<file path="config.mk">
export PLATFORM = sky130hd
export DESIGN_NAME = cabs_front
export DESIGN_NICKNAME = d
export VERILOG_FILES = /design/src/hw/rtl/cabs_pkg.sv /design/src/hw/rtl/cabs_front.sv
export SDC_FILE = /design/constraint.sdc
export NUM_CORES = 2
export LEC_CHECK = 0
export BUFFER_PORTS_ARGS = -buffer_cell sky130_fd_sc_hd__buf_2
export CAP_MARGIN = 20
export CORE_MARGIN = 2
export CORE_UTILIZATION = 30
export DETAILED_ROUTE_END_ITERATION = 10
export GPL_ROUTABILITY_DRIVEN = 0
export PLACE_DENSITY = 0.51
export SYNTH_ARGS = -nofsm -noshare
export SYNTH_HDL_FRONTEND = slang
export SYNTH_SLANG_ARGS = --single-unit
</file>
<file path="constraint.sdc">
create_clock -name aclk -period 49.5 [get_ports aclk]
set_input_delay 9.9 -clock aclk [delete_from_list [all_inputs] [get_ports aclk]]
set_output_delay 9.9 -clock aclk [all_outputs]
set_load 0.1 [all_outputs]
</file>
<file path="src/hw/rtl/cabs_pkg.sv">
package cabs_pkg;

    // Field widths
    localparam int COORD_W      = 24;
    localparam int DIFF_W       = COORD_W + 1;
    localparam int PROD_W       = 2 * DIFF_W;
    localparam int ACC_W        = 62;
    localparam int AREA_W       = 60;
    localparam int COUNT_W      = 13;
    localparam int MAX_VERTICES = 4096;

    // Stream payload widths, padded to whole bytes
    localparam int IN_FIELDS_W  = 2 * COORD_W;
    localparam int IN_TDATA_W   = ((IN_FIELDS_W + 7) / 8) * 8;
    localparam int OUT_FIELDS_W = AREA_W + 2 + COUNT_W + 4 * COORD_W;
    localparam int OUT_TDATA_W  = ((OUT_FIELDS_W + 7) / 8) * 8;

    // Queue between front and back
    localparam int QUEUE_DEPTH  = 4;
    localparam int QPTR_W       = $clog2(QUEUE_DEPTH);
    localparam int QCNT_W       = $clog2(QUEUE_DEPTH + 1);

    // Operation carried from front to back
    typedef enum logic [1:0] {
        KIND_START,
        KIND_KEEP,
        KIND_CLOSE
    } kind_t;

    typedef struct packed {
        logic signed [COORD_W-1:0] y;
        logic signed [COORD_W-1:0] x;
    } vtx_t;

    typedef struct packed {
        kind_t kind;
        vtx_t  vtx;
    } entry_t;

endpackage

</file>
<file path="src/hw/rtl/cabs_front.sv">
module cabs_front (
    input  logic                           aclk,
    input  logic                           aresetn,
    input  logic                           opt_en,
    input  logic                           s_tvalid,
    output logic                           s_tready,
    input  logic [cabs_pkg::IN_TDATA_W-1:0] s_tdata,
    input  logic                           s_tlast,
    input  logic                           q_full,
    output logic                           q_push,
    output cabs_pkg::entry_t               q_entry
);

    typedef enum logic [1:0] {
        ST_RUN,
        ST_FIN1,
        ST_FIN2
    } state_t;

    state_t           state_reg, state_next;
    cabs_pkg::vtx_t   first_reg, first_next;
    cabs_pkg::vtx_t   kept_reg, kept_next;
    cabs_pkg::vtx_t   pend_reg, pend_next;
    logic             pend_valid_reg, pend_valid_next;
    logic             in_contour_reg, in_contour_next;

    cabs_pkg::vtx_t   in_vtx;
    cabs_pkg::vtx_t   succ;
    logic signed [cabs_pkg::DIFF_W-1:0] ax, ay, bx, by;
    logic signed [cabs_pkg::PROD_W-1:0] cross_a, cross_b;
    logic             keep_pend;
    logic             accept;

    // Unpack the incoming vertex
    assign in_vtx.x = s_tdata[cabs_pkg::COORD_W-1:0];
    assign in_vtx.y = s_tdata[2*cabs_pkg::COORD_W-1:cabs_pkg::COORD_W];

    // Collinearity of pending vertex between last kept vertex and successor
    assign succ = (state_reg == ST_FIN1) ? first_reg : in_vtx;
    assign ax = $signed({pend_reg.x[cabs_pkg::COORD_W-1], pend_reg.x})
              - $signed({kept_reg.x[cabs_pkg::COORD_W-1], kept_reg.x});
    assign ay = $signed({pend_reg.y[cabs_pkg::COORD_W-1], pend_reg.y})
              - $signed({kept_reg.y[cabs_pkg::COORD_W-1], kept_reg.y});
    assign bx = $signed({succ.x[cabs_pkg::COORD_W-1], succ.x})
              - $signed({pend_reg.x[cabs_pkg::COORD_W-1], pend_reg.x});
    assign by = $signed({succ.y[cabs_pkg::COORD_W-1], succ.y})
              - $signed({pend_reg.y[cabs_pkg::COORD_W-1], pend_reg.y});
    assign cross_a = ax * by;
    assign cross_b = ay * bx;
    assign keep_pend = !(opt_en && (cross_a == cross_b));

    assign s_tready = (state_reg == ST_RUN) && !q_full;
    assign accept   = s_tvalid && s_tready;

    // Classify the vertex and queue the resulting operation
    always_comb begin
        state_next      = state_reg;
        first_next      = first_reg;
        kept_next       = kept_reg;
        pend_next       = pend_reg;
        pend_valid_next = pend_valid_reg;
        in_contour_next = in_contour_reg;
        q_push          = 1'b0;
        q_entry.kind    = cabs_pkg::KIND_KEEP;
        q_entry.vtx     = pend_reg;
        case (state_reg)
            ST_RUN: begin
                if (accept) begin
                    if (!in_contour_reg) begin
                        first_next      = in_vtx;
                        kept_next       = in_vtx;
                        pend_valid_next = 1'b0;
                        in_contour_next = 1'b1;
                        q_push          = 1'b1;
                        q_entry.kind    = cabs_pkg::KIND_START;
                        q_entry.vtx     = in_vtx;
                        if (s_tlast) begin
                            state_next = ST_FIN2;
                        end
                    end else begin
                        if (pend_valid_reg && keep_pend) begin
                            q_push    = 1'b1;
                            kept_next = pend_reg;
                        end
                        pend_next       = in_vtx;
                        pend_valid_next = 1'b1;
                        if (s_tlast) begin
                            state_next = ST_FIN1;
                        end
                    end
                end
            end
            ST_FIN1: begin
                // final vertex, tested against the first one as successor
                if (!q_full) begin
                    if (keep_pend) begin
                        q_push    = 1'b1;
                        kept_next = pend_reg;
                    end
                    pend_valid_next = 1'b0;
                    state_next      = ST_FIN2;
                end
            end
            ST_FIN2: begin
                if (!q_full) begin
                    q_push          = 1'b1;
                    q_entry.kind    = cabs_pkg::KIND_CLOSE;
                    q_entry.vtx     = first_reg;
                    pend_valid_next = 1'b0;
                    in_contour_next = 1'b0;
                    state_next      = ST_RUN;
                end
            end
            default: begin
                state_next = ST_RUN;
            end
        endcase
    end

    always_ff @(posedge aclk) begin
        if (!aresetn) begin
            state_reg      <= ST_RUN;
            pend_valid_reg <= 1'b0;
            in_contour_reg <= 1'b0;
        end else begin
            state_reg      <= state_next;
            pend_valid_reg <= pend_valid_next;
            in_contour_reg <= in_contour_next;
        end
    end

    always_ff @(posedge aclk) begin
        first_reg <= first_next;
        kept_reg  <= kept_next;
        pend_reg  <= pend_next;
    end

endmodule

</file>
* Word level (Yosys, flattened, before mapping) *
Index checks and enable logic that the tools add are counted.

word-level totals
  register bits = 148
  bits of input ports = 54
  output and inout bits = 52
  word-level logic and storage cells = 74

operators by class
  $add $sub $neg = 4
  multiply operators = 2
  eq/ne operators = 10
  multiplexer cells = 31
  bitwise operators = 1
  reductions and logical operators = 17

operator list
  cell                  count
  $mux W48              6
  $mul A25 B25 Y50      2
  $pmux W50 S2          1
  $sub A24 B24 Y25      4
  $mux W49              2
  $pmux W48 S2          1
  $eq A50 B50 Y1        1
  $mux W50              1
  $mux W2               6
  $ne A2 B2 Y1 const B  6
  $reduce_and A3 Y1     4
  $mux W1               10
  $pmux W2 S3           1
  $reduce_bool A2 Y1    3
  $reduce_and A5 Y1     1
  $logic_and A1 B1 Y1   4
  $pmux W1 S2           2
  $reduce_and A4 Y1     1
  $ne A3 B2 Y1 const B  1
  $pmux W1 S3           1
  $eq A2 B1 Y1 const B  1
  $eq A2 B2 Y1 const B  1
  $logic_not A1 Y1      2
  $logic_not A2 Y1      1
  2 further kinds       2

* Logic depth before layout (Yosys ltp) *
  word-level depth = 12
  mapped depth = 49
  gate-level depth less buffers = 46

* Least setup slack after synthesis *
Ideal clock, no wire load.

  kind = in2out
  from = in s_tdata[24] (netlist name)
  to = out q_push
  arrival time = 21,969 ps
  data required time = 39,600 ps
  setup slack = 17,631 ps
  cell stages on the path = 41
  buffers on the path = 2
  cell sequence = mux2i_1 -> ha_1 -> inv_1 -> fa_1 -> a21o_1 -> a21oi_1 -> o21bai_1 -> a21oi_1 -> o21bai_1 -> a21boi_1 -> o21ai_0 -> o41ai_2 -> o21ai_0 -> a21o_1 -> xor2_1 -> clkbuf_1 -> clkbuf_1 -> nand2_1 -> [5 not listed] -> fa_1 -> fa_1 -> inv_1 -> ha_1 -> and3_1 -> o211ai_2 -> nor2_1 -> or3_4 -> or3_4 -> a311o_1 -> a2111oi_2 -> o31ai_1 -> xnor2_1 -> xnor2_1 -> nor2_1 -> nand4_1 -> o21ai_1 -> a311oi_1

between the ends
  longest elaborated chain between the ends = 11
  elaborated cells between the ends (all ways) = 13
  classes of those cells = add/sub (1); mul (1); eq/ne (1); mux (7); reduce/logical (3)

RTL lines
  element                RTL line          source
  start, declared        cabs_front.sv:7   input logic [cabs_pkg::IN_TDATA_W-1:0] s_tdata,
  $mux W48 *             cabs_front.sv:39  assign succ = (state_reg == ST_FIN1) ? first_reg : in_vtx;
  $sub A24 B24 Y25 *     cabs_front.sv:47  - $signed({pend_reg.y[cabs_pkg::COORD_W-1], pend_reg.y});
  $mul A25 B25 Y50 *     cabs_front.sv:48  assign cross_a = ax * by;
  $eq A50 B50 Y1 *       cabs_front.sv:50  assign keep_pend = !(opt_en && (cross_a == cross_b));
  $logic_and A1 B1 Y1 *  cabs_front.sv:50
  $logic_not A1 Y1       cabs_front.sv:50
  $logic_and A1 B1 Y1    cabs_front.sv:81  if (pend_valid_reg && keep_pend) begin
  $mux W1                cabs_front.sv:81
  $mux W1                cabs_front.sv:69  if (!in_contour_reg) begin
  $mux W1                cabs_front.sv:68  if (accept) begin
  $pmux W1 S3 *          cabs_front.sv:66  case (state_reg)
  end, declared          cabs_front.sv:10  output logic q_push,

Mark *: on every way between the ends. The rest lies on a longest branch, timed or not.

* Final worst setup path *
Same ends and word-level chain as after synthesis.

==> out/results.tsv <==
metric	value	unit
drtIter0Drc	2404	
synth_area	55400	um2
grt_pass1_vias	45100	
synth_async_sr_flop_share	0	%
synth_cell_types	80	
clockBufferDepth	2	
n_fill_cell	19100	
wl_per_cell	19.3	um
whs_endpoint	pend_valid_reg	
gr-total-overflow	0	
hold_start	pend_valid_reg	
grt_max_degree	97	
crit_fanout	27	
synth_top_cell_by_area	fa_1	
syn_area_per_cell	9.28	um2
wirelength	163	mm
synthCells	5963	
synthToLayoutAreaGrowth	8.64	%
reg2reg_from	state_reg[1]	
boundaryPins	106	
tns	0	ns
clock_skew	0.0313	ns
yosys-top-cells-area	fa_1 (48%), ha_1 (8.6%), inv_1 (8.4%), edfxtp_1 (7.8%), nor2_1 (6.5%)	
fmax	0.0304	GHz
run_status	finished, final reports clean	
coreArea	183000	um2
grt_util_met2	32.2	%
slowest_stage	o41ai_2	
cts_setup_buffers	0	
crit_top_cell	fa_1	
initial_core_util	30.2	%
synth-main-ff-cell	edfxtp_1	
cp.arrival	23.01	ns
worst_setup_path_start_kind	primary input	
ys_top_cells_by_count	fa_1 (1,320), inv_1 (1,235), nor2_1 (959), nand2_1 (443), ha_1 (382)	
cts_buffers	17	
fin_cells	8447	
ys_seq_elements	148	
grt_util_met1	22.5	%
cts_hold_buffers	0	
hold_class	reg -> reg	
cts.repair.resized	0	
yosys_warnings	0	
required	39.60	ns
setup_viol_count_final	0	
num_vias	40800	
antenna_found_initial	5	
port-buffer-count	105	
die_x	434	um
hpwl	138	mm
rsz0062_at_grt	false	
grt_pass1_wl	260	mm
finalNetCount	7724	
cap_violations	0	
rows	157	
hold_violations	0	
cts.sink_count	148	
root_buffer	clkbuf_16	
dr.pass1.iters	6	
yosysSeqAreaShare	7.96	%
slew_headroom	21.8	%
reg2reg_slack	34.80	ns
critPathKind	in -> out	
drtAntennaViolNets	0	
crit_path_end_kind	output pin	
tightest_slew	1.17	ns
r2r_cells	44	
period_share	66.5	%
die_h	434	um
cts_tree	done	
slowest_delay	0.74	ns
clk_pin_slew	0.07	ns
die_area	188000	um2
top_usage_layer	met2	
r2r-end	kept_reg[7]	
htreeDepth	4	
dp_cells	8412	
synth_top_area_share	47.7	%
period_needed	32.91	ns
grt_use_total	18.1	%
yosysMostFrequentCell	fa_1	
vias_per_cell	4.83	
synth_edf_count	144	
synth.net_count	7719	
drc_errors	0	
drive_gt1_share	6.71	%
met3_usage	1.80	%
drv_slew	0	
worstHoldPathCells	2	
clk_latency	0.54	ns
## metrics by stage
step / cell area, um2 / hold slack, ns / setup slack (ns) / util [%]
2_1_floorplan: 55400 / 0.474 / 17.63 / -
3_3_place_gp: 59400 / 0.511 / 16.92 / 32.4
3_5_place_dp: 59500 / 0.510 / 16.85 / 32.4
4_1_cts: 60100 / 0.521 / 16.82 / 32.8
5_1_grt: 60100 / 0.568 / 15.92 / 32.8
6_report: 60100 / 0.515 / 16.59 / 32.8
## area by class of cell
cell class	instances	area, um2	share of cell area [%]
antenna	3	7.51	0.0125
timing repair buffer	219	1420	2.35
tap	2464	3080	5.13
clock buffer	19	433	0.720
inverter	1239	4650	7.73
clock inverter	12	203	0.337
sequential	148	4400	7.32
multi-input combinational	4343	45900	76.4
## worst max-delay path, delay by kind of cell
| family | cells | cell delay (ns) |
|---|---|---|
| multiplexers | 2 | 0.35 |
| adder cells (fa/ha/maj) | 10 | 4.45 |
| AO/OA/AOI/OAI | 17 | 4.68 |
| AND/OR/NAND/NOR | 9 | 2.70 |
| buffers and inverters | 5 | 0.86 |
## layer usage
| layer | part of all wire (%) | vias up | routed length (um) |
|---|---|---|---|
| met4 | 4.2 | 2 | 6780 |
| met2 | 51 | 891 | 83700 |
| met3 | 3.9 | 182 | 6440 |
| met5 | 0.0080 | - | 13 |
| met1 | 41 | 21600 | 66300 |
| li1 | - | 18100 | - |
## cell families (layout without fill, tap and decap cells)
kind of cell,Yosys count,in the layout,synth area share [%]
xor+xnor,280,280,4.52
compound gates,586,586,7.02
simple gates,1722,1722,13.1
mux,53,53,1.07
flops,148,148,7.96
other cells,0,3,0
fa+ha+maj,1702,1702,56.4
buf+inv,1472,1489,10.0
## how the worst max path moves through the flow
stage,slack [ns],endpoint,startpoint
floorplan,17.63,q_push,s_tdata[24]
global placement,16.92,q_push,s_tdata[24]
detailed placement,16.85,q_push,s_tdata[24]
CTS,16.82,q_push,s_tdata[24]
global route,15.92,q_push,s_tdata[24]
finish,16.59,q_push,s_tdata[24]
## cell usage in the layout (no fill, tap or decap), types with 86 or more instances in the layout
cell      instances
a21oi_1         147
buf_2           105
buf_4           111
edfxtp_1        144
fa_1           1320
ha_1            381
inv_1          1235
nand2_1         443
nand2b_1         86
nor2_1          957
o21ai_0         137
xnor2_1         160
Power is left out: the tool's default activity adds up to more than one toggle a clock period on the data nets, which glitch-free logic cannot reach.
