`config.mk`:
```
export PLATFORM = sky130hd
export DESIGN_NAME = cabs_back
export DESIGN_NICKNAME = d
export VERILOG_FILES = /design/src/hw/rtl/cabs_pkg.sv /design/src/hw/rtl/cabs_back.sv
export SDC_FILE = /design/constraint.sdc
export NUM_CORES = 2
export LEC_CHECK = 0
export ABC_CLOCK_PERIOD_IN_PS = 17300
export BUFFER_PORTS_ARGS = -buffer_cell sky130_fd_sc_hd__buf_2
export CELL_PAD_IN_SITES_DETAIL_PLACEMENT = 1
export CELL_PAD_IN_SITES_GLOBAL_PLACEMENT = 1
export CORE_UTILIZATION = 50
export DETAILED_ROUTE_END_ITERATION = 8
export PLACE_DENSITY_LB_ADDON = 0.1
export SLEW_MARGIN = 20
export SYNTH_ARGS = -nofsm -noshare
export SYNTH_HDL_FRONTEND = slang
export SYNTH_SLANG_ARGS = --single-unit
```
`constraint.sdc`:
```
create_clock -name aclk -period 17.3 [get_ports aclk]
set_input_delay 5.19 -clock aclk [delete_from_list [all_inputs] [get_ports aclk]]
set_output_delay 5.19 -clock aclk [all_outputs]
set_load 0.02 [all_outputs]
```
`src/hw/rtl/cabs_pkg.sv`:
```
package cabs_pkg;

    // Field widths
    localparam int COORD_W      = 24;
    localparam int DIFF_W       = COORD_W + 1;
    localparam int PROD_W       = 2 * DIFF_W;
    localparam int ACC_W        = 62;
    localparam int AREA_W       = 60;
    localparam int COUNT_W      = 13;
    localparam int MAX_VERTICES = 4096;

    // Stream payload widths, padded to whole bytes
    localparam int IN_FIELDS_W  = 2 * COORD_W;
    localparam int IN_TDATA_W   = ((IN_FIELDS_W + 7) / 8) * 8;
    localparam int OUT_FIELDS_W = AREA_W + 2 + COUNT_W + 4 * COORD_W;
    localparam int OUT_TDATA_W  = ((OUT_FIELDS_W + 7) / 8) * 8;

    // Queue between front and back
    localparam int QUEUE_DEPTH  = 4;
    localparam int QPTR_W       = $clog2(QUEUE_DEPTH);
    localparam int QCNT_W       = $clog2(QUEUE_DEPTH + 1);

    // Operation carried from front to back
    typedef enum logic [1:0] {
        KIND_START,
        KIND_KEEP,
        KIND_CLOSE
    } kind_t;

    typedef struct packed {
        logic signed [COORD_W-1:0] y;
        logic signed [COORD_W-1:0] x;
    } vtx_t;

    typedef struct packed {
        kind_t kind;
        vtx_t  vtx;
    } entry_t;

endpackage

```
`src/hw/rtl/cabs_back.sv`:
```
module cabs_back (
    input  logic                            aclk,
    input  logic                            aresetn,
    input  logic                            q_valid,
    input  cabs_pkg::entry_t                q_head,
    output logic                            q_pop,
    output logic                            m_tvalid,
    input  logic                            m_tready,
    output logic [cabs_pkg::OUT_TDATA_W-1:0] m_tdata
);

    localparam int W = cabs_pkg::COORD_W;

    // Operand stage tracking of the ring
    cabs_pkg::vtx_t  first_reg, first_next;
    cabs_pkg::vtx_t  kept_reg, kept_next;
    cabs_pkg::vtx_t  ref_vtx;

    // Pipeline stages
    logic                               s1_valid_reg, s1_valid_next;
    cabs_pkg::kind_t                    s1_kind_reg;
    cabs_pkg::vtx_t                     s1_vtx_reg;
    logic signed [cabs_pkg::DIFF_W-1:0] s1_dx_reg, s1_dx_next;
    logic signed [cabs_pkg::DIFF_W-1:0] s1_sy_reg, s1_sy_next;
    logic                               s2_valid_reg, s2_valid_next;
    cabs_pkg::kind_t                    s2_kind_reg;
    cabs_pkg::vtx_t                     s2_vtx_reg;
    logic signed [cabs_pkg::PROD_W-1:0] s2_prod_reg, s2_prod_next;

    // Accumulation state
    logic [cabs_pkg::ACC_W-1:0]   area_reg, area_next;
    logic signed [W-1:0]          left_reg, left_next, right_reg, right_next;
    logic signed [W-1:0]          bottom_reg, bottom_next, top_reg, top_next;
    logic [cabs_pkg::COUNT_W-1:0] count_reg, count_next;
    logic                         fin_reg, fin_next;

    // Output register
    logic                            out_valid_reg, out_valid_next;
    logic [cabs_pkg::OUT_TDATA_W-1:0] out_data_reg, out_data_next;

    logic                           adv;
    logic [cabs_pkg::ACC_W:0]       sum_w;
    logic [cabs_pkg::ACC_W-1:0]     sum_sat;
    logic [cabs_pkg::ACC_W-1:0]     abs_v;
    logic [cabs_pkg::AREA_W-1:0]    mag;
    logic [cabs_pkg::COUNT_W-1:0]   cnt_out;
    logic                           orient;
    logic                           inv;

    // Whole back end holds while a result waits
    assign adv   = !(out_valid_reg && !m_tready);
    assign q_pop = q_valid && adv;

    // Operand stage: edge term against kept vertex, closing edge uses first
    assign ref_vtx = (q_head.kind == cabs_pkg::KIND_CLOSE) ? first_reg : q_head.vtx;
    assign s1_dx_next = $signed({kept_reg.x[W-1], kept_reg.x})
                      - $signed({ref_vtx.x[W-1], ref_vtx.x});
    assign s1_sy_next = $signed({kept_reg.y[W-1], kept_reg.y})
                      + $signed({ref_vtx.y[W-1], ref_vtx.y});

    always_comb begin
        first_next = first_reg;
        kept_next  = kept_reg;
        if (q_pop) begin
            case (q_head.kind)
                cabs_pkg::KIND_START: begin
                    first_next = q_head.vtx;
                    kept_next  = q_head.vtx;
                end
                cabs_pkg::KIND_KEEP: begin
                    kept_next = q_head.vtx;
                end
                default: begin
                    kept_next = kept_reg;
                end
            endcase
        end
    end

    assign s1_valid_next = adv ? q_valid : s1_valid_reg;

    // Multiply stage
    assign s2_prod_next  = s1_dx_reg * s1_sy_reg;
    assign s2_valid_next = adv ? s1_valid_reg : s2_valid_reg;

    // Saturating accumulate
    assign sum_w = {area_reg[cabs_pkg::ACC_W-1], area_reg}
                 + {{(cabs_pkg::ACC_W + 1 - cabs_pkg::PROD_W){s2_prod_reg[cabs_pkg::PROD_W-1]}},
                    s2_prod_reg};

    always_comb begin
        if (sum_w[cabs_pkg::ACC_W] != sum_w[cabs_pkg::ACC_W-1]) begin
            sum_sat = sum_w[cabs_pkg::ACC_W]
                    ? {1'b1, {(cabs_pkg::ACC_W-1){1'b0}}}
                    : {1'b0, {(cabs_pkg::ACC_W-1){1'b1}}};
        end else begin
            sum_sat = sum_w[cabs_pkg::ACC_W-1:0];
        end
    end

    // Area, box and count update
    always_comb begin
        area_next   = area_reg;
        left_next   = left_reg;
        right_next  = right_reg;
        bottom_next = bottom_reg;
        top_next    = top_reg;
        count_next  = count_reg;
        fin_next    = fin_reg;
        if (adv) begin
            fin_next = 1'b0;
            if (s2_valid_reg) begin
                case (s2_kind_reg)
                    cabs_pkg::KIND_START: begin
                        area_next   = '0;
                        left_next   = s2_vtx_reg.x;
                        right_next  = s2_vtx_reg.x;
                        bottom_next = s2_vtx_reg.y;
                        top_next    = s2_vtx_reg.y;
                        count_next  = cabs_pkg::COUNT_W'(1);
                    end
                    cabs_pkg::KIND_KEEP: begin
                        area_next = sum_sat;
                        if (s2_vtx_reg.x < left_reg)   left_next   = s2_vtx_reg.x;
                        if (s2_vtx_reg.x > right_reg)  right_next  = s2_vtx_reg.x;
                        if (s2_vtx_reg.y < bottom_reg) bottom_next = s2_vtx_reg.y;
                        if (s2_vtx_reg.y > top_reg)    top_next    = s2_vtx_reg.y;
                        if (count_reg < cabs_pkg::COUNT_W'(cabs_pkg::MAX_VERTICES)) begin
                            count_next = count_reg + 1'b1;
                        end
                    end
                    cabs_pkg::KIND_CLOSE: begin
                        area_next = sum_sat;
                        fin_next  = 1'b1;
                    end
                    default: begin
                        area_next = area_reg;
                    end
                endcase
            end
        end
    end

    // Summary formatting from the closed accumulator
    assign abs_v = area_reg[cabs_pkg::ACC_W-1]
                 ? (~area_reg + cabs_pkg::ACC_W'(1)) : area_reg;
    assign mag   = (|abs_v[cabs_pkg::ACC_W-1:cabs_pkg::AREA_W])
                 ? {cabs_pkg::AREA_W{1'b1}} : abs_v[cabs_pkg::AREA_W-1:0];
    assign cnt_out = (count_reg == cabs_pkg::COUNT_W'(1)) ? '0 : count_reg;
    assign orient  = (cnt_out > cabs_pkg::COUNT_W'(2));
    assign inv     = orient && area_reg[cabs_pkg::ACC_W-1];

    always_comb begin
        out_valid_next = out_valid_reg;
        out_data_next  = out_data_reg;
        if (adv) begin
            out_valid_next = fin_reg;
            if (fin_reg) begin
                out_data_next = cabs_pkg::OUT_TDATA_W'({top_reg, bottom_reg, right_reg,
                                                        left_reg, cnt_out, orient, inv,
                                                        mag});
            end
        end
    end

    assign m_tvalid = out_valid_reg;
    assign m_tdata  = out_data_reg;

    always_ff @(posedge aclk) begin
        if (!aresetn) begin
            s1_valid_reg  <= 1'b0;
            s2_valid_reg  <= 1'b0;
            fin_reg       <= 1'b0;
            out_valid_reg <= 1'b0;
        end else begin
            s1_valid_reg  <= s1_valid_next;
            s2_valid_reg  <= s2_valid_next;
            fin_reg       <= fin_next;
            out_valid_reg <= out_valid_next;
        end
    end

    always_ff @(posedge aclk) begin
        first_reg    <= first_next;
        kept_reg     <= kept_next;
        if (adv) begin
            s1_kind_reg <= q_head.kind;
            s1_vtx_reg  <= q_head.vtx;
            s1_dx_reg   <= s1_dx_next;
            s1_sy_reg   <= s1_sy_next;
            s2_kind_reg <= s1_kind_reg;
            s2_vtx_reg  <= s1_vtx_reg;
            s2_prod_reg <= s2_prod_next;
        end
        area_reg     <= area_next;
        left_reg     <= left_next;
        right_reg    <= right_next;
        bottom_reg   <= bottom_next;
        top_reg      <= top_next;
        count_reg    <= count_next;
        out_data_reg <= out_data_next;
    end

endmodule

```
-- Word level (Yosys, flattened, before mapping)
Cells that the tools add are included.
- word-level logic and storage cells: 89
- output and inout port bits: 178
- input port bits: 54
- register bits: 642
- muxes and demuxes: 18
- multipliers: 1
- reductions and logical operators: 21
- add/subtract/negate cells: 5
- order comparisons: 6
- eq/ne operators: 11
- bitwise operators: 2
- operator list (kind ; count):
    $pmux W24 S2 ; 4
    $mux W62 ; 3
    $pmux W62 S2 ; 1
    $mux W24 ; 4
    $add A62 B50 Y63 ; 1
    $add A62 B1 Y62 const B ; 1
    $not A62 Y62 ; 1
    $mul A25 B25 Y50 ; 1
    $gt A24 B24 Y1 ; 2
    $lt A24 B24 Y1 ; 2
    $mux W48 ; 1
    $mux W13 ; 2
    $pmux W13 S2 ; 1
    $add A24 B24 Y25 ; 1
    $sub A24 B24 Y25 ; 1
    $reduce_and A4 Y1 ; 5
    $add A13 B1 Y13 const B ; 1
    $eq A13 B1 Y1 const B ; 1
    $gt A13 B2 Y1 const B ; 1
    $lt A13 B13 Y1 const B ; 1
    $ne A2 B2 Y1 const B ; 5
    $reduce_and A2 Y1 ; 3
    $reduce_or A2 Y1 ; 3
    $eq A2 B1 Y1 const B ; 2
    other kinds (9) ; 16

-- Depth between registers and ports, before layout
- depth after elaboration: 5
- gate-level depth with buffers: 29

-- Worst setup path before layout
No wires, ideal clock.
- kind: input -> output
- start point: in m_tready
- end point: out q_pop
- arrival: 10.086 ns
- setup slack: 2.024 ns
- required time: 12.110 ns
- buffers on the path: 0
- stages on the path: 4
- path through: nor2b_1 -> inv_1 -> nand2_1 -> inv_1
- cells in the longest elaborated chain, start to end: 4
- RTL lines (what ; RTL line ; source):
    start, declared ; cabs_back.sv:8 ; input logic m_tready,
    $logic_not A1 Y1 ; cabs_back.sv:51 ; assign adv = !(out_valid_reg && !m_tready);
    $logic_and A1 B1 Y1 ; cabs_back.sv:51 ;
    $logic_not A1 Y1 ; cabs_back.sv:51 ;
    $logic_and A1 B1 Y1 ; cabs_back.sv:52 ; assign q_pop = q_valid && adv;
    end, declared ; cabs_back.sv:6 ; output logic q_pop,
No other way between the ends.

-- Worst setup path after layout
Ends and elaborated chain as after synthesis.

==> flow_metrics.env <==
export IMPL_cts_resized_gates=0
export IMPL_max_slew_margin_rel_pct=19.5
export IMPL_run_status="completed"
export IMPL_part_of_the_yosys_area_used_for_sequential_elements_pct=36.4
export IMPL_timing_critical_path_to_type="primary output"
export IMPL_grt_ovfl_total=0
export IMPL_setup_worst_path_class="in -> out"
export IMPL_postLayoutSetupSlackWorst_ps=5440
export IMPL_via_count_of_the_first_global_routing_pass=38200
export IMPL_design_die_area_mm2=0.107
export IMPL_fmax_mhz=84.3
export IMPL_htree_num_levels=3
export IMPL_core_rowCount=118
export IMPL_routed_via_density=5.40
export IMPL_cts_sinks=642
export IMPL_yosys_area_top_type="sky130_fd_sc_hd__edfxtp_1"
export IMPL_tightestPinTransition_ps=1210
export IMPL_die_height_um=327
export IMPL_die_w_um=327
export IMPL_synth_yosys_warnings=0
export IMPL_setup_repair_after_global_routing_missed_its_margin="no"
export IMPL_synth_edff_count=638
export IMPL_route_detailed_drc=0
export IMPL_place_detailed_hpwl_mm=98.7
export IMPL_via_count=34100
export IMPL_drt_antenna_violating_nets=0
export IMPL_synthArstFlopShare_pct=0
export IMPL_portbufs=226
export IMPL_grt_start_max_net_pins=101
export IMPL_grt_met3_usage_pct=3.69
export IMPL_hold_path_class="reg -> reg"
export IMPL_crit_path_cell_trace="buf_2, nor2b_1, inv_8, nand2_1, inv_1, buf_2"
export IMPL_post_drt_wl_per_cell_um=20.3
export IMPL_setup_violations_final=0
export IMPL_timing_hold_violations_final=0
export IMPL_cp_num_buf_inv=4
export IMPL_largest_reg_flops=171
export IMPL_final_layout_size_suffix_gt1_share_pct=8.78
export IMPL_timing_clock_skew_ps=37.7
export IMPL_critical_path_top_delay_family="simple AND/OR/NAND/NOR gates"
export IMPL_path_clk_slew_ps=50
export IMPL_post_synth_inst_count=4701
export IMPL_critPathArrivalTime_ps=6670
export IMPL_yosysUniqueCellTypes=73
export IMPL_timing_final_crit_share_pct=68.5
export IMPL_globalRouteMet1Util_pct=32.7
export IMPL_top_usage_layer="met2"
export IMPL_worstSkewPairLatency_ps=670
export IMPL_setup_tns_final_ps=0
export IMPL_number_of_slew_limit_violations_in_the_final_report=0
export IMPL_areaGrowthSynthToFinish_pct=9.50
export IMPL_iter_0_drt_violations=1815
export IMPL_clk_root_buffer_cell="sky130_fd_sc_hd__clkbuf_16"
export IMPL_cpPeakStageDelay_ps=460
export IMPL_min_period_ps=11860
export IMPL_pre_cts_ws_ps=5400
export IMPL_dr_pass1_iters=5
export IMPL_routed_wirelength_mm=128
export IMPL_postCtsHoldBufs=0
export IMPL_crit_required_ps=12110
export IMPL_cts_buffers_inserted=74
export IMPL_track_usage_pct=24.8
export IMPL_max_cap_violations=0
export IMPL_clockBufferDepth=3
export IMPL_startpoint_type="primary input"
export IMPL_antenna_found_initial=2
export IMPL_finish_net_count=5960
export IMPL_critical_path_fanouts_max=100
export IMPL_synth_seq_cells=642
export IMPL_core_area_mm2=0.104
export IMPL_start_util_pct=50.8
export IMPL_synthesis_area_per_instance_um2=11.2
export IMPL_netlist_top_cells_area="sky130_fd_sc_hd__edfxtp_1 36%, sky130_fd_sc_hd__fa_1 25%, sky130_fd_sc_hd__ha_1 8.3%, sky130_fd_sc_hd__inv_1 5.9%, sky130_fd_sc_hd__and2_1 3.8%"
export IMPL_gp_congestion=0.864
export IMPL_pin_count=232
export IMPL_timing_critical_path_mode_cell="sky130_fd_sc_hd__buf_2"
export IMPL_synth_main_ff_cell="sky130_fd_sc_hd__edfxtp_1"
export IMPL_synth_area_mm2=0.0528
export IMPL_grt_pass1_wl_mm=207
export IMPL_cpMaxStageDelayCell="sky130_fd_sc_hd__nor2b_1"
export IMPL_met2_track_demand_over_resource_in_global_routing_pct=42.7
export IMPL_clock_tree_from_tritoncts="done"
export IMPL_synth_top_cell_area_share_pct=36.3
export IMPL_cts_repair_timing_setup_buffer_count=0
## cells in the mapped netlist, types with 26 or more instances
master and n:
sky130_fd_sc_hd__a21o_1 97, sky130_fd_sc_hd__a21oi_1 154, sky130_fd_sc_hd__and2_1 317, sky130_fd_sc_hd__clkbuf_1 151
sky130_fd_sc_hd__edfxtp_1 638, sky130_fd_sc_hd__fa_1 661, sky130_fd_sc_hd__ha_1 352, sky130_fd_sc_hd__inv_1 832
sky130_fd_sc_hd__mux2_2 26, sky130_fd_sc_hd__nand2_1 477, sky130_fd_sc_hd__nand2b_1 44, sky130_fd_sc_hd__nand3_1 35
sky130_fd_sc_hd__nand4_1 33, sky130_fd_sc_hd__nor2_1 95, sky130_fd_sc_hd__nor2b_1 34, sky130_fd_sc_hd__nor3_1 27
sky130_fd_sc_hd__o21a_1 32, sky130_fd_sc_hd__o21ai_0 175, sky130_fd_sc_hd__xnor2_1 101, sky130_fd_sc_hd__xor2_1 113
## cell families after synthesis
kind of cell	after synthesis	synth area share, %
buf+inv	1003	7.17
mux	51	1.03
simple gates	1150	10.9
other cells	1	0.00710
flops	642	36.4
compound gates	627	7.52
xor+xnor	214	3.55
fa+ha+maj	1013	33.4
## stage by stage
stage	hold WS (ps)	cells	utilization, %	instance area [um^2]
floorplan	400	4705	-	52900
global placement	400	6195	53.4	55600
detailed placement	406	6196	53.4	55600
CTS	401	6320	55.6	57800
global route	408	6322	55.6	57900
finish	406	6322	55.6	57900
## per-layer routing
metal / vias to the layer above / part of all wire (%)
met1: 17600 / 44
met3: 169 / 4.6
met4: 0 / 2.3
met2: 701 / 49
li1: 15700 / -
met5: - / 0
## final timing paths
| kind | start | to | slack, ps | cells after the start |
|---|---|---|---|---|
| worst min-delay path | s1_vtx_reg[9] | s2_vtx_reg[9] | 410 | 0 |
| worst min register to register | s1_vtx_reg[9] | s2_vtx_reg[9] | 410 | 0 |
| worst max-delay path | m_tready | q_pop | 5440 | 6 |
| worst max register to register | s1_sy_reg[13] | s2_prod_reg[49] | 8750 | 25 |
## placed cells by master (no fill, tap or decap), drive strengths merged, types with 5 or more instances in the layout
| cell type | Yosys | final |
|---|---|---|
| and4 | 6 | 6 |
| o21a | 32 | 32 |
| a21oi | 154 | 154 |
| a2111oi | 9 | 9 |
| ha | 352 | 352 |
| xnor2 | 101 | 101 |
| o211ai | 11 | 11 |
| a21boi | 19 | 19 |
| nand2b | 47 | 47 |
| o41ai | 9 | 9 |
| clkinv | 1 | 26 |
| nor2 | 95 | 95 |
| nor4 | 14 | 14 |
| nor2b | 34 | 34 |
| inv | 832 | 833 |
| mux2i | 25 | 25 |
| o31a | 5 | 5 |
| or3 | 23 | 23 |
| or4 | 10 | 10 |
| a211oi | 14 | 14 |
| nand4 | 33 | 33 |
| o31ai | 24 | 24 |
| nand2 | 477 | 477 |
| edfxtp | 638 | 638 |
| nor3 | 27 | 27 |
| a31oi | 20 | 20 |
| o21bai | 18 | 18 |
| a21o | 97 | 97 |
| xor2 | 113 | 113 |
| a41oi | 5 | 5 |
| fa | 661 | 661 |
| mux2 | 26 | 26 |
| buf | 19 | 282 |
| conb | 1 | 5 |
| and3 | 15 | 15 |
| o21ai | 178 | 178 |
| nand3 | 35 | 35 |
| and2 | 317 | 317 |
| or2 | 7 | 7 |
| clkbuf | 151 | 94 |
## cell type report
cell class,count,area [um^2]
antenna,1,2.50
clock buffer,94,1950
clock inverter,30,314
fill,11000,46200
inverter,833,3130
multi-input combinational,3060,29900
sequential,642,19200
tap,1380,1730
timing repair buffer,282,1570
Power is not shown: default switching activity piles up to over one toggle a cycle in this logic, so the estimate is an artifact.
