--- src/hw/rtl/cabs_pkg.sv ---
package cabs_pkg;

    // Field widths
    localparam int COORD_W      = 24;
    localparam int DIFF_W       = COORD_W + 1;
    localparam int PROD_W       = 2 * DIFF_W;
    localparam int ACC_W        = 62;
    localparam int AREA_W       = 60;
    localparam int COUNT_W      = 13;
    localparam int MAX_VERTICES = 4096;

    // Stream payload widths, padded to whole bytes
    localparam int IN_FIELDS_W  = 2 * COORD_W;
    localparam int IN_TDATA_W   = ((IN_FIELDS_W + 7) / 8) * 8;
    localparam int OUT_FIELDS_W = AREA_W + 2 + COUNT_W + 4 * COORD_W;
    localparam int OUT_TDATA_W  = ((OUT_FIELDS_W + 7) / 8) * 8;

    // Queue between front and back
    localparam int QUEUE_DEPTH  = 4;
    localparam int QPTR_W       = $clog2(QUEUE_DEPTH);
    localparam int QCNT_W       = $clog2(QUEUE_DEPTH + 1);

    // Operation carried from front to back
    typedef enum logic [1:0] {
        KIND_START,
        KIND_KEEP,
        KIND_CLOSE
    } kind_t;

    typedef struct packed {
        logic signed [COORD_W-1:0] y;
        logic signed [COORD_W-1:0] x;
    } vtx_t;

    typedef struct packed {
        kind_t kind;
        vtx_t  vtx;
    } entry_t;

endpackage

--- src/hw/rtl/cabs_queue.sv ---
module cabs_queue (
    input  logic             aclk,
    input  logic             aresetn,
    input  logic             push,
    input  cabs_pkg::entry_t push_data,
    input  logic             pop,
    output logic             full,
    output logic             head_valid,
    output cabs_pkg::entry_t head_data
);

    cabs_pkg::entry_t                 mem_reg [cabs_pkg::QUEUE_DEPTH];
    logic [cabs_pkg::QPTR_W-1:0]      wr_ptr_reg, wr_ptr_next;
    logic [cabs_pkg::QPTR_W-1:0]      rd_ptr_reg, rd_ptr_next;
    logic [cabs_pkg::QCNT_W-1:0]      count_reg, count_next;
    logic                             do_push, do_pop;

    assign full       = (count_reg == cabs_pkg::QCNT_W'(cabs_pkg::QUEUE_DEPTH));
    assign head_valid = (count_reg != '0);
    assign head_data  = mem_reg[rd_ptr_reg];
    assign do_push    = push && !full;
    assign do_pop     = pop && head_valid;

    // Pointer and fill bookkeeping
    always_comb begin
        wr_ptr_next = wr_ptr_reg;
        rd_ptr_next = rd_ptr_reg;
        count_next  = count_reg;
        if (do_push) begin
            wr_ptr_next = (wr_ptr_reg == cabs_pkg::QPTR_W'(cabs_pkg::QUEUE_DEPTH - 1))
                        ? '0 : wr_ptr_reg + 1'b1;
        end
        if (do_pop) begin
            rd_ptr_next = (rd_ptr_reg == cabs_pkg::QPTR_W'(cabs_pkg::QUEUE_DEPTH - 1))
                        ? '0 : rd_ptr_reg + 1'b1;
        end
        if (do_push && !do_pop) begin
            count_next = count_reg + 1'b1;
        end else if (!do_push && do_pop) begin
            count_next = count_reg - 1'b1;
        end
    end

    always_ff @(posedge aclk) begin
        if (!aresetn) begin
            wr_ptr_reg <= '0;
            rd_ptr_reg <= '0;
            count_reg  <= '0;
        end else begin
            wr_ptr_reg <= wr_ptr_next;
            rd_ptr_reg <= rd_ptr_next;
            count_reg  <= count_next;
        end
    end

    always_ff @(posedge aclk) begin
        if (do_push) begin
            mem_reg[wr_ptr_reg] <= push_data;
        end
    end

endmodule

--- config.mk ---
export PLATFORM = sky130hd
export DESIGN_NAME = cabs_queue
export DESIGN_NICKNAME = d
export VERILOG_FILES = /design/src/hw/rtl/cabs_pkg.sv /design/src/hw/rtl/cabs_queue.sv
export SDC_FILE = /design/constraint.sdc
export NUM_CORES = 1
export LEC_CHECK = 0
export ABC_AREA = 1
export BUFFER_PORTS_ARGS = -buffer_cell sky130_fd_sc_hd__buf_4
export CORE_ASPECT_RATIO = 1.5
export CORE_MARGIN = 5
export CORE_UTILIZATION = 52
export DETAILED_ROUTE_END_ITERATION = 10
export MAX_ROUTING_LAYER = met4
export PLACE_DENSITY = 0.76
export SKIP_LAST_GASP = 1
export SYNTH_ARGS = -nofsm -noshare
export SYNTH_HDL_FRONTEND = slang
export SYNTH_SLANG_ARGS = --single-unit
--- constraint.sdc ---
create_clock -name aclk -period 3.1 [get_ports aclk]
set_input_delay 0.31 -clock aclk [delete_from_list [all_inputs] [get_ports aclk]]
set_output_delay 0.31 -clock aclk [all_outputs]
set_load 0.01 [all_outputs]
# Word-level counts from Yosys, hierarchy flattened
# Memory sizes are Yosys's and may differ from the RTL's. A register that Yosys moved wholly into a read port is not among the register bits.
# Cells that the tools add are included.
totals:
  mem_bits_rw: 200
  input_bits: 54
  rom_bits: 0
  regBits: 7
  latchBits: 0
  memories: 1
  wordCells: 28
  out_inout_bits: 52
classes:
  div_mod_pow: 0
  bitwise: 0
  eq_ne: 3
  order_cmp: 0
  shift: 0
  multipliers: 0
  n_reduce_logical: 9
  n_mux: 8
  add_sub_neg: 4
mem_list:
  columns: ["memory", "depth", "width", "rd", "rd_ports_with_merged_regs", "wr", "line_no", "source"]
  rows:
  - ["mem_reg", 4, 50, 1, 1, 1, "cabs_queue.sv:12", "cabs_pkg::entry_t mem_reg [cabs_pkg::QUEUE_DEPTH];"]
op_table:
  columns: ["op", "count"]
  rows:
  - ["$mux W2", 4]
  - ["$mux W3", 2]
  - ["$add A2 B1 Y2 const B", 2]
  - ["$eq A2 B2 Y1 const B", 2]
  - ["$logic_and A1 B1 Y1", 4]
  - ["$add A3 B1 Y3 const B", 1]
  - ["$eq A3 B3 Y1 const B", 1]
  - ["$logic_not A1 Y1", 3]
  - ["$reduce_bool A3 Y1", 1]
  - ["$sub A3 B1 Y3 const B", 1]
  - ["$mux W1", 2]
  - ["$reduce_bool A2 Y1", 1]

# Logic depth before layout (Yosys ltp)
# Gate-level depths: netlist of the first run.
depth:
  word_depth: 7
  depth_mapped: 13
  ltp_nobuf: 13

# Least setup slack after synthesis of the first run
# Ideal clock, no wire load.
synth_path:
  kind: "register -> register"
  from: "register count_reg[1] (netlist bit)"
  to: "memory mem_reg[0][0] (netlist bit) (enable)"
  setup_time_ns: 0.458
  t_arrival_ns: 2.743
  period_less_slack_ns: 3.201
  t_required_ns: 2.642
  path_buffers: 0
  path_slack_ns: -0.101
  path_stages_with_launch: 5
  cell_sequence: "dfxtp_1 nor2_1 nand2_1 nand2_2 nor2_1"
synth_via:
  elab_chain_cells: 5
synth_rtl:
  columns: ["element", "line_no", "source"]
  rows:
  - ["start: declaration", "cabs_queue.sv:15", "logic [cabs_pkg::QCNT_W-1:0] count_reg, count_next;"]
  - ["start signal: assignment", "cabs_queue.sv:52", "count_reg <= count_next;"]
  - ["$eq A3 B3 Y1", "cabs_queue.sv:18", "assign full = (count_reg == cabs_pkg::QCNT_W'(cabs_pkg::QUEUE_DEPTH));"]
  - ["$logic_not A1 Y1", "cabs_queue.sv:21", "assign do_push = push && !full;"]
  - ["$logic_and A1 B1 Y1", "cabs_queue.sv:21", null]
  - ["$mux W1", "cabs_queue.sv:57", "if (do_push) begin"]
  - ["$mux W1 (implied by the code)", "cabs_queue.sv:58", "mem_reg[wr_ptr_reg] <= push_data;"]
  - ["end: declaration", "cabs_queue.sv:12", null]
# Every way passes these cells.

==> qor.yml, run 1 <==
clock_tree:
  htreeDepth: 1
  cts_tree: "built"
  cts_made_buffers: 19
  clkLatencyLatePin_ns: 0.48
  clockBufferDepth: 3
  cts_sinks: 209
  cts_setup_buffers: 0
  root_buffer: "clkbuf_16"
  cts_hold_buf: 0
  cts.clk_slew.worst_paths_ns: 0.06
  cts_resized: 0
sta:
  min_period_ns: 2.490
  rsz0062_at_grt: "no"
  relSlewSlack_pct: 36.34
  finalCritPeriodShare_pct: 80.34
  hold_violations: 0
  setup_viol_count_final: 0
  slew_violations: 0
  tightest_slew_ns: 0.9535
  max_clock_freq_mhz: 401.5
  finalClockSkew_ns: 0.01446
status:
  status: "finished clean"
global_route:
  grt_util_met1_pct: 20.77
  grt_antenna_before_repair: 0
  overflow: 0
  grtUsageMet2_pct: 30.67
  grt.busiest_layer: "met2"
  grt.total_usage_pct: 17.91
  globalRouteMet3Util_pct: 3.346
  grt_pass1_vias: 5054
  grt_max_degree: 101
  grt_pass1_wl_mm: 25.29
logic_synthesis:
  synth_ff_type: "edfxtp_1"
  syn_avg_cell_area_um2: 14.52
  syn_inst: 554
  ys_seq_elements: 209
  syn_area_um2: 8045
  async_flop_share_pct: 0
  ys_types: 23
  syn-num-nets: 615
  ys_seq_area_share_pct: 76.89
  yosys_warnings: 0
  synth-edff-count: 200
placed_design:
  place_inst: 835
  portBuffers: 105
  place_congestion: 0.7695
  hpwlAfterDp_mm: 9.395
power_and_ir_drop:
  power.density_nw_per_um2: 860.3
  p_switching_mw: 2.466
  intPower_mw: 5.656
  irDropWorstVdd_mv: 0.6378
  seqPwrFrac_pct: 44.5
  swShare_pct: 30.37
  p_leak_nw: 3.357
  clockPowerShare_pct: 27.4
  combPwrFrac_pct: 28.0
setup_path:
  cp_slowest_stage_delay_ns: 0.80
  cp.required_ns: 2.79
  crit_chain: "buf_4, o21ai_0, o22ai_1, buf_4"
  path_common_cell: "buf_4"
  timing.rr.end: "mem_reg[2][40]"
  slowest_stage: "dfxtp_4"
  cp_max_fo: 64
  r2r_cells: 5
  worst-setup-path-type: "flop to output port"
  endpoint_kind: "output port"
  reg2reg_slack_ns: 1.10
  start_kind: "flop"
  r2r_start: "count_reg[1]"
  arrival_ns: 2.18
die:
  fp.dieH_um: 162.3
  core_area_um2: 15140
  ios: 106
  die_w_um: 111.6
  rows: 55
  start_util_pct: 53.14
  die-area_um2: 18110
cells_and_area:
  final_nets: 718
  syn2layout_area_growth_pct: 17.36
  largest_reg_flops: 200
  num-fill-cells: 1136
  final_util_pct: 62.36
  drive_gt1_share_pct: 22.24
  diodes: 0
  fin_cells: 869
drt:
  vias: 4837
  ant_nets: 0
  drc_errors: 0
  firstDrtPassIters: 4
  routed_wl_mm: 16.00
  drt_iter0_markers: 355
  post_drt_wl_per_cell_um: 18.41
  routed_via_density: 5.566
min_path:
  min_delay_path_depth: 1
  hp-start: "push_data[25]"
  hold_path.class: "primary input to flop"
  min_to: "mem_reg[3][25]"
flow_run:
  max-cap-violations: 0
-- routing by layer --
metal | share of wire, % | wire (um) | vias to the layer above
li1 | - | - | 2259
met1 | 38 | 6084 | 2378
met2 | 53 | 8426 | 158
met3 | 5.8 | 933 | 42
met4 | 3.5 | 554 | 0
met5 | 0 | 0 | -
-- cell families after synthesis --
| group | synth area share (%) |
|---|---|
| buffers and inverters | 5.117 |
| and+or+nand+nor | 6.454 |
| adders and majority gates | 1.182 |
| DFF | 76.89 |
| AOI/OAI and AO/OA | 10.36 |
-- power by group through the flow --
stage / combinational, mW / clock (mW) / sequential (mW)
floorplan: 1.51 / 0 / 3.59
global placement: 2.24 / 0 / 3.66
detailed placement: 2.31 / 0 / 3.68
CTS: 2.32 / 2.28 / 3.62
global route: 2.51 / 2.40 / 3.65
finish: 2.28 / 2.23 / 3.62
-- critical path: cells and delay by family (launching register included) --
kind	cells	cell delay [ns]
buf+inv	2	0.51
compound gates	2	0.34
flops	1	0.80
-- cell type report --
| type | instances | area (um^2) | share of cell area [%] |
|---|---|---|---|
| flip-flops and latches | 209 | 6191 | 65.57 |
| multi-input cells | 296 | 1478 | 15.65 |
| repair buffers | 113 | 848.3 | 8.985 |
| clock buffers | 29 | 543.0 | 5.751 |
| well taps | 199 | 249.0 | 2.637 |
| inverters | 18 | 80.08 | 0.8481 |
| clock inverters | 5 | 52.55 | 0.5566 |
-- per-stage QoR --
step / cell area [um^2] / TNS (ns) / setup slack (ns) / power, mW / hold slack, ns
detailed placement: 8846 / 0 / 1.072 / 5.995 / 0.5124
CTS: 9442 / 0 / 0.5788 / 8.225 / 0.01169
global route: 9442 / 0 / 0.4082 / 8.561 / 0.005855
floorplan: 8045 / -20.18 / -0.1009 / 5.106 / 0.4089
global placement: 8846 / 0 / 1.114 / 5.906 / 0.4951
finish: 9442 / 0 / 0.6096 / 8.123 / 0.02583
-- placed cells by master, fill, tap and decap left out, types with 3 or more instances in the layout --
cell	count
clkbuf_16	19
o22ai_1	50
buf_4	113
ha_1	6
o21ai_1	60
edfxtp_1	200
nor2_1	112
clkbuf_1	7
clkbuf_8	3
o21ai_0	42
inv_1	16
nand2_1	14
dfxtp_1	7
nor2_4	4
-- how the worst max path moves through the flow --
stage / start / to / slack (ns) / cells past startpoint
after floorplan: count_reg[1] / mem_reg[0][0] / -0.10 / 4
after global placement: count_reg[1] / mem_reg[2][18] / 1.11 / 5
after detailed placement: count_reg[1] / mem_reg[2][14] / 1.07 / 5
after CTS: flop / head_data[33] / 0.58 / 4
after global routing: flop / head_data[46] / 0.41 / 4
final: flop / head_data[16] / 0.61 / 4
-- cells in the mapped netlist, types with 2 or more instances --
cell	n	area share [%]
a21oi_1	2	0.12
buf_12	5	1.2
buf_2	10	0.62
buf_4	5	0.47
buf_6	5	0.70
buf_8	5	0.93
dfxtp_1	9	2.2
edfxtp_1	200	75
ha_1	6	0.93
inv_1	17	0.79
nand2_1	14	0.65
nor2_1	116	5.4
o21ai_0	42	2.6
o21ai_1	60	3.7
o22ai_1	50	3.9
Power figures use the tool's default switching activity.
==> run 2: changes to the inputs <==
--- a/config.mk
+++ b/config.mk
@@ -5,14 +5,14 @@
 export SDC_FILE = /design/constraint.sdc
 export NUM_CORES = 1
 export LEC_CHECK = 0
-export ABC_AREA = 1
+export ABC_AREA = 0
 export BUFFER_PORTS_ARGS = -buffer_cell sky130_fd_sc_hd__buf_4
 export CORE_ASPECT_RATIO = 1.5
 export CORE_MARGIN = 5
-export CORE_UTILIZATION = 52
+export CORE_UTILIZATION = 51
 export DETAILED_ROUTE_END_ITERATION = 10
 export MAX_ROUTING_LAYER = met4
-export PLACE_DENSITY = 0.76
+export PLACE_DENSITY = 0.75
 export SKIP_LAST_GASP = 1
 export SYNTH_ARGS = -nofsm -noshare
 export SYNTH_HDL_FRONTEND = slang
==> constraint.sdc (replaced) <==
create_clock -name aclk -period 2.2 [get_ports aclk]
set_input_delay 0.22 -clock aclk [delete_from_list [all_inputs] [get_ports aclk]]
set_output_delay 0.22 -clock aclk [all_outputs]
set_load 0.01 [all_outputs]
==> run 2 against run 1 <==
  * Flip-flop and latch count stayed put
  * Critical path depth grew 4
  * Die area fell by 1.6%
  * Non-clock buffer count increased by 57
  * Global-route usage shrank 0.91 points
  * Via count shrank 24%
  * Combinational power increased by 21%
  * Power increased by 33%
==> qor.yml, run 2 <==
die:
  ios: 106  # unchanged
  core_area_um2: 15000  # was 15140 um^2
  die_w_um: 110.7  # was 111.6 um
  rows: 55  # unchanged
  die-area_um2: 17820  # was 18110 um^2
  fp.dieH_um: 161.0  # was 162.3 um
  start_util_pct: 51.68  # was 53.14%
clock_tree:
  cts_sinks: 209  # unchanged
  cts_setup_buffers: 0  # unchanged
  cts.clk_slew.worst_paths_ns: 0.06  # about the same
  htreeDepth: 1  # unchanged
  root_buffer: "clkbuf_16"  # unchanged
  clkLatencyLatePin_ns: 0.48  # about the same
  clockBufferDepth: 3  # unchanged
  cts_made_buffers: 19  # unchanged
  cts_tree: "built"  # unchanged
sta:
  rsz0062_at_grt: "yes"  # was no
  fin_setup_tns_ns: 0  # unchanged
  min_period_ns: 2.107
  max_clock_freq_mhz: 474.6
  finalClockSkew_ns: 0.006560  # was 0.01446 ns
  setup_ws_ns: 0.09297  # was 0.6096 ns
  setup_viol_count_final: 0  # unchanged
  tightest_slew_ns: 0.4902  # was 0.9535 ns
  hold_ws_ns: 0.05269  # was 0.02583 ns
  slew_violations: 0  # unchanged
  relSlewSlack_pct: 67.32  # was 36.34%
  hold_violations: 0  # unchanged
  finalCritPeriodShare_pct: 95.77
global_route:
  globalRouteMet3Util_pct: 2.586  # was 3.346%
  grt.busiest_layer: "met2"  # unchanged
  grt_pass1_wl_mm: 23.03  # was 25.29 mm
  grt.total_usage_pct: 17.00  # was 17.91%
  grt_util_met1_pct: 20.52  # was 20.77%
  grt_pass1_vias: 4202  # was 5054
  grt_max_degree: 34  # was 101
  overflow: 0  # unchanged
  grt_antenna_before_repair: 0  # unchanged
  grtUsageMet2_pct: 30.03  # was 30.67%
setup_path:
  cp-startpoint: "count_reg[2]"
  worst-setup-path-type: "flop to flop"  # was flop to output port
  endpoint_kind: "flop"  # was output port
  start_kind: "flop"  # unchanged
  arrival_ns: 2.50  # was 2.18 ns
  r2r_start: "count_reg[2]"  # was count_reg[1]
  cp_slowest_stage_delay_ns: 0.37  # was 0.80 ns
  crit_chain: "nor3b_2, nor2b_1, ha_1, inv_1, fa_1, xor2_1, or3_1, a21boi_0"  # was buf_4, o21ai_0, o22ai_1, buf_4
  cp_max_fo: 5  # was 64
  timing.rr.end: "count_reg[2]"  # was mem_reg[2][40]
  r2r_cells: 8  # was 5
  cp.required_ns: 2.60  # was 2.79 ns
  reg2reg_slack_ns: 0.09  # was 1.10 ns
  slowest_stage: "fa_1"  # was dfxtp_4
placed_design:
  placement.cell_area_um2: 8840  # was 8846 um^2
  hpwlAfterDp_mm: 8.821  # was 9.395 mm
  place_congestion: 0.6974  # was 0.7695
  dpl_worst_slack_ns: -0.009362  # was 1.072 ns
  portBuffers: 105  # unchanged
cells_and_area:
  diodes: 0  # unchanged
  syn2layout_area_growth_pct: 28.01  # was 17.36%
  regArea_um2: 6193  # was 6191 um^2
  final_nets: 551  # was 718
  final_cell_area_um2: 9926  # was 9442 um^2
  final_common_cell: "edfxtp_1"  # unchanged
  multi_input_area_um2: 1418  # was 1478 um^2
  largest_reg_flops: 200  # unchanged
  layout_common_cells: "200 x edfxtp_1, 113 x buf_4, 50 x mux4_2, 50 x dlygate4sd3_1, 19 x clkbuf_16"  # was 200 x edfxtp_1, 113 x buf_4, 112 x nor2_1, 60 x o21ai_1, 50 x o22ai_1
  num-fill-cells: 1012  # was 1136
  drive_gt1_share_pct: 41.04  # was 22.24%
drt:
  routed_wl_mm: 14.11  # was 16.00 mm
  drt_iter0_markers: 159  # was 355
  routed_via_density: 5.227  # was 5.566
  drc_errors: 0  # unchanged
  ant_nets: 0  # unchanged
  post_drt_wl_per_cell_um: 20.13  # was 18.41 um
  firstDrtPassIters: 4  # unchanged
  vias: 3664  # was 4837
logic_synthesis:
  syn_avg_cell_area_um2: 24.77  # was 14.52 um^2
  async_flop_share_pct: 0  # unchanged
  syn-num-nets: 374  # was 615
  yosys_warnings: 0  # unchanged
  synth_top_area_share_pct: 77.46  # was 74.65%
  synth-edff-count: 200  # unchanged
  synth_area_leaders: "edfxtp_1 77%, mux4_2 15%, dfxtp_1 2.3%, buf_12 1.3%, ha_1 0.97%"  # was edfxtp_1 75%, nor2_1 5.4%, o22ai_1 3.9%, o21ai_1 3.7%, o21ai_0 2.6%
  yosysTopAreaCell: "edfxtp_1"  # unchanged
  ys_seq_elements: 209  # unchanged
  syn_inst: 313  # was 554
  synth_ff_type: "edfxtp_1"  # unchanged
  synth.most_common_cell: "edfxtp_1"  # unchanged
  syn_area_um2: 7754  # was 8045 um^2
  ys_types: 24  # was 23
  ys_seq_area_share_pct: 79.78  # was 76.89%
  synth_common_cells: "200 x edfxtp_1, 50 x mux4_2, 9 x dfxtp_1"  # was 200 x edfxtp_1, 116 x nor2_1, 60 x o21ai_1, 50 x o22ai_1, 42 x o21ai_0
power_and_ir_drop:
  p_total_mw: 10.81  # was 8.123 mW
  power.density_nw_per_um2: 1089  # was 860.3 nW/um^2
  p_leak_nw: 3.407  # was 3.357 nW
  irDropWorstVdd_mv: 0.7311  # was 0.6378 mV
min_path:
  min_delay_path_depth: 2  # was 1
  min_to: "count_reg[0]"  # was mem_reg[3][25]
  hp-start: "aresetn"  # was push_data[25]
  hold_path.class: "primary input to flop"  # unchanged
status:
  status: "finished clean"  # unchanged
flow_run:
  max-cap-violations: 0  # unchanged
[run 2: how the worst max path moves through the flow]
stage	endpoint	slack, ns	cells past startpoint
finish	count_reg[2]	0.09	8
global route	count_reg[2]	-0.008	8
CTS	head_data[9]	0.02	3
detailed placement	count_reg[2]	-0.009	7
global placement	count_reg[2]	0.20	7
floorplan	count_reg[2]	0.09	7
[run 2: metal layers]
metal,part of all wire [%],vias to the layer above
li1,-,1667
met1,38,1901
met2,56,84
met3,3.8,12
met4,1.8,0
met5,0,-
[run 2: cell type report]
class	instances	area share (%)
repair buffers	170	14.91
flip-flops and latches	209	62.40
multi-input cells	87	14.28
well taps	199	2.509
clock buffers	21	4.866
clock inverters	12	0.9202
inverters	3	0.1135
[run 2: worst max-delay path: cells and delay by family (launching register included)]
family,cells,cell delay (ns)
buf+inv,1,0.06
simple gates,3,0.66
flops,1,0.35
compound gates,1,0.19
fa+ha+maj,2,0.58
xor+xnor,1,0.18
[run 2: where the power goes]
part	total [mW]	internal, mW	leakage, nW	switching (mW)
Sequential	5.01	4.85	1.91	0.159
Combinational	2.75	1.51	1.22	1.24
Clock	3.05	1.71	0.281	1.34
[run 2: what timing repair did]
action / CTS / global route
endpoints found under the setup margin: 1 / 12
gates resized for setup: 1 / 3
hold buffers: 50 / 0
endpoints found under the hold margin: 200 / 0
[run 2: logic make-up after synthesis]
logic type	share of synthesized area [%]
flip-flops	79.78
multiplexers	14.91
AND/OR/NAND/NOR	1.404
buffers and inverters	2.065
adder cells (fa/ha/maj)	1.226
AO/OA/AOI/OAI	0.3873
XOR/XNOR	0.2260
[run 2: per-stage QoR]
step,instances,utilization [%]
2_1_floorplan,313,-
3_3_place_gp,618,58.92
3_5_place_dp,618,58.92
4_1_cts,701,66.12
5_1_grt,701,66.16
6_report,701,66.16
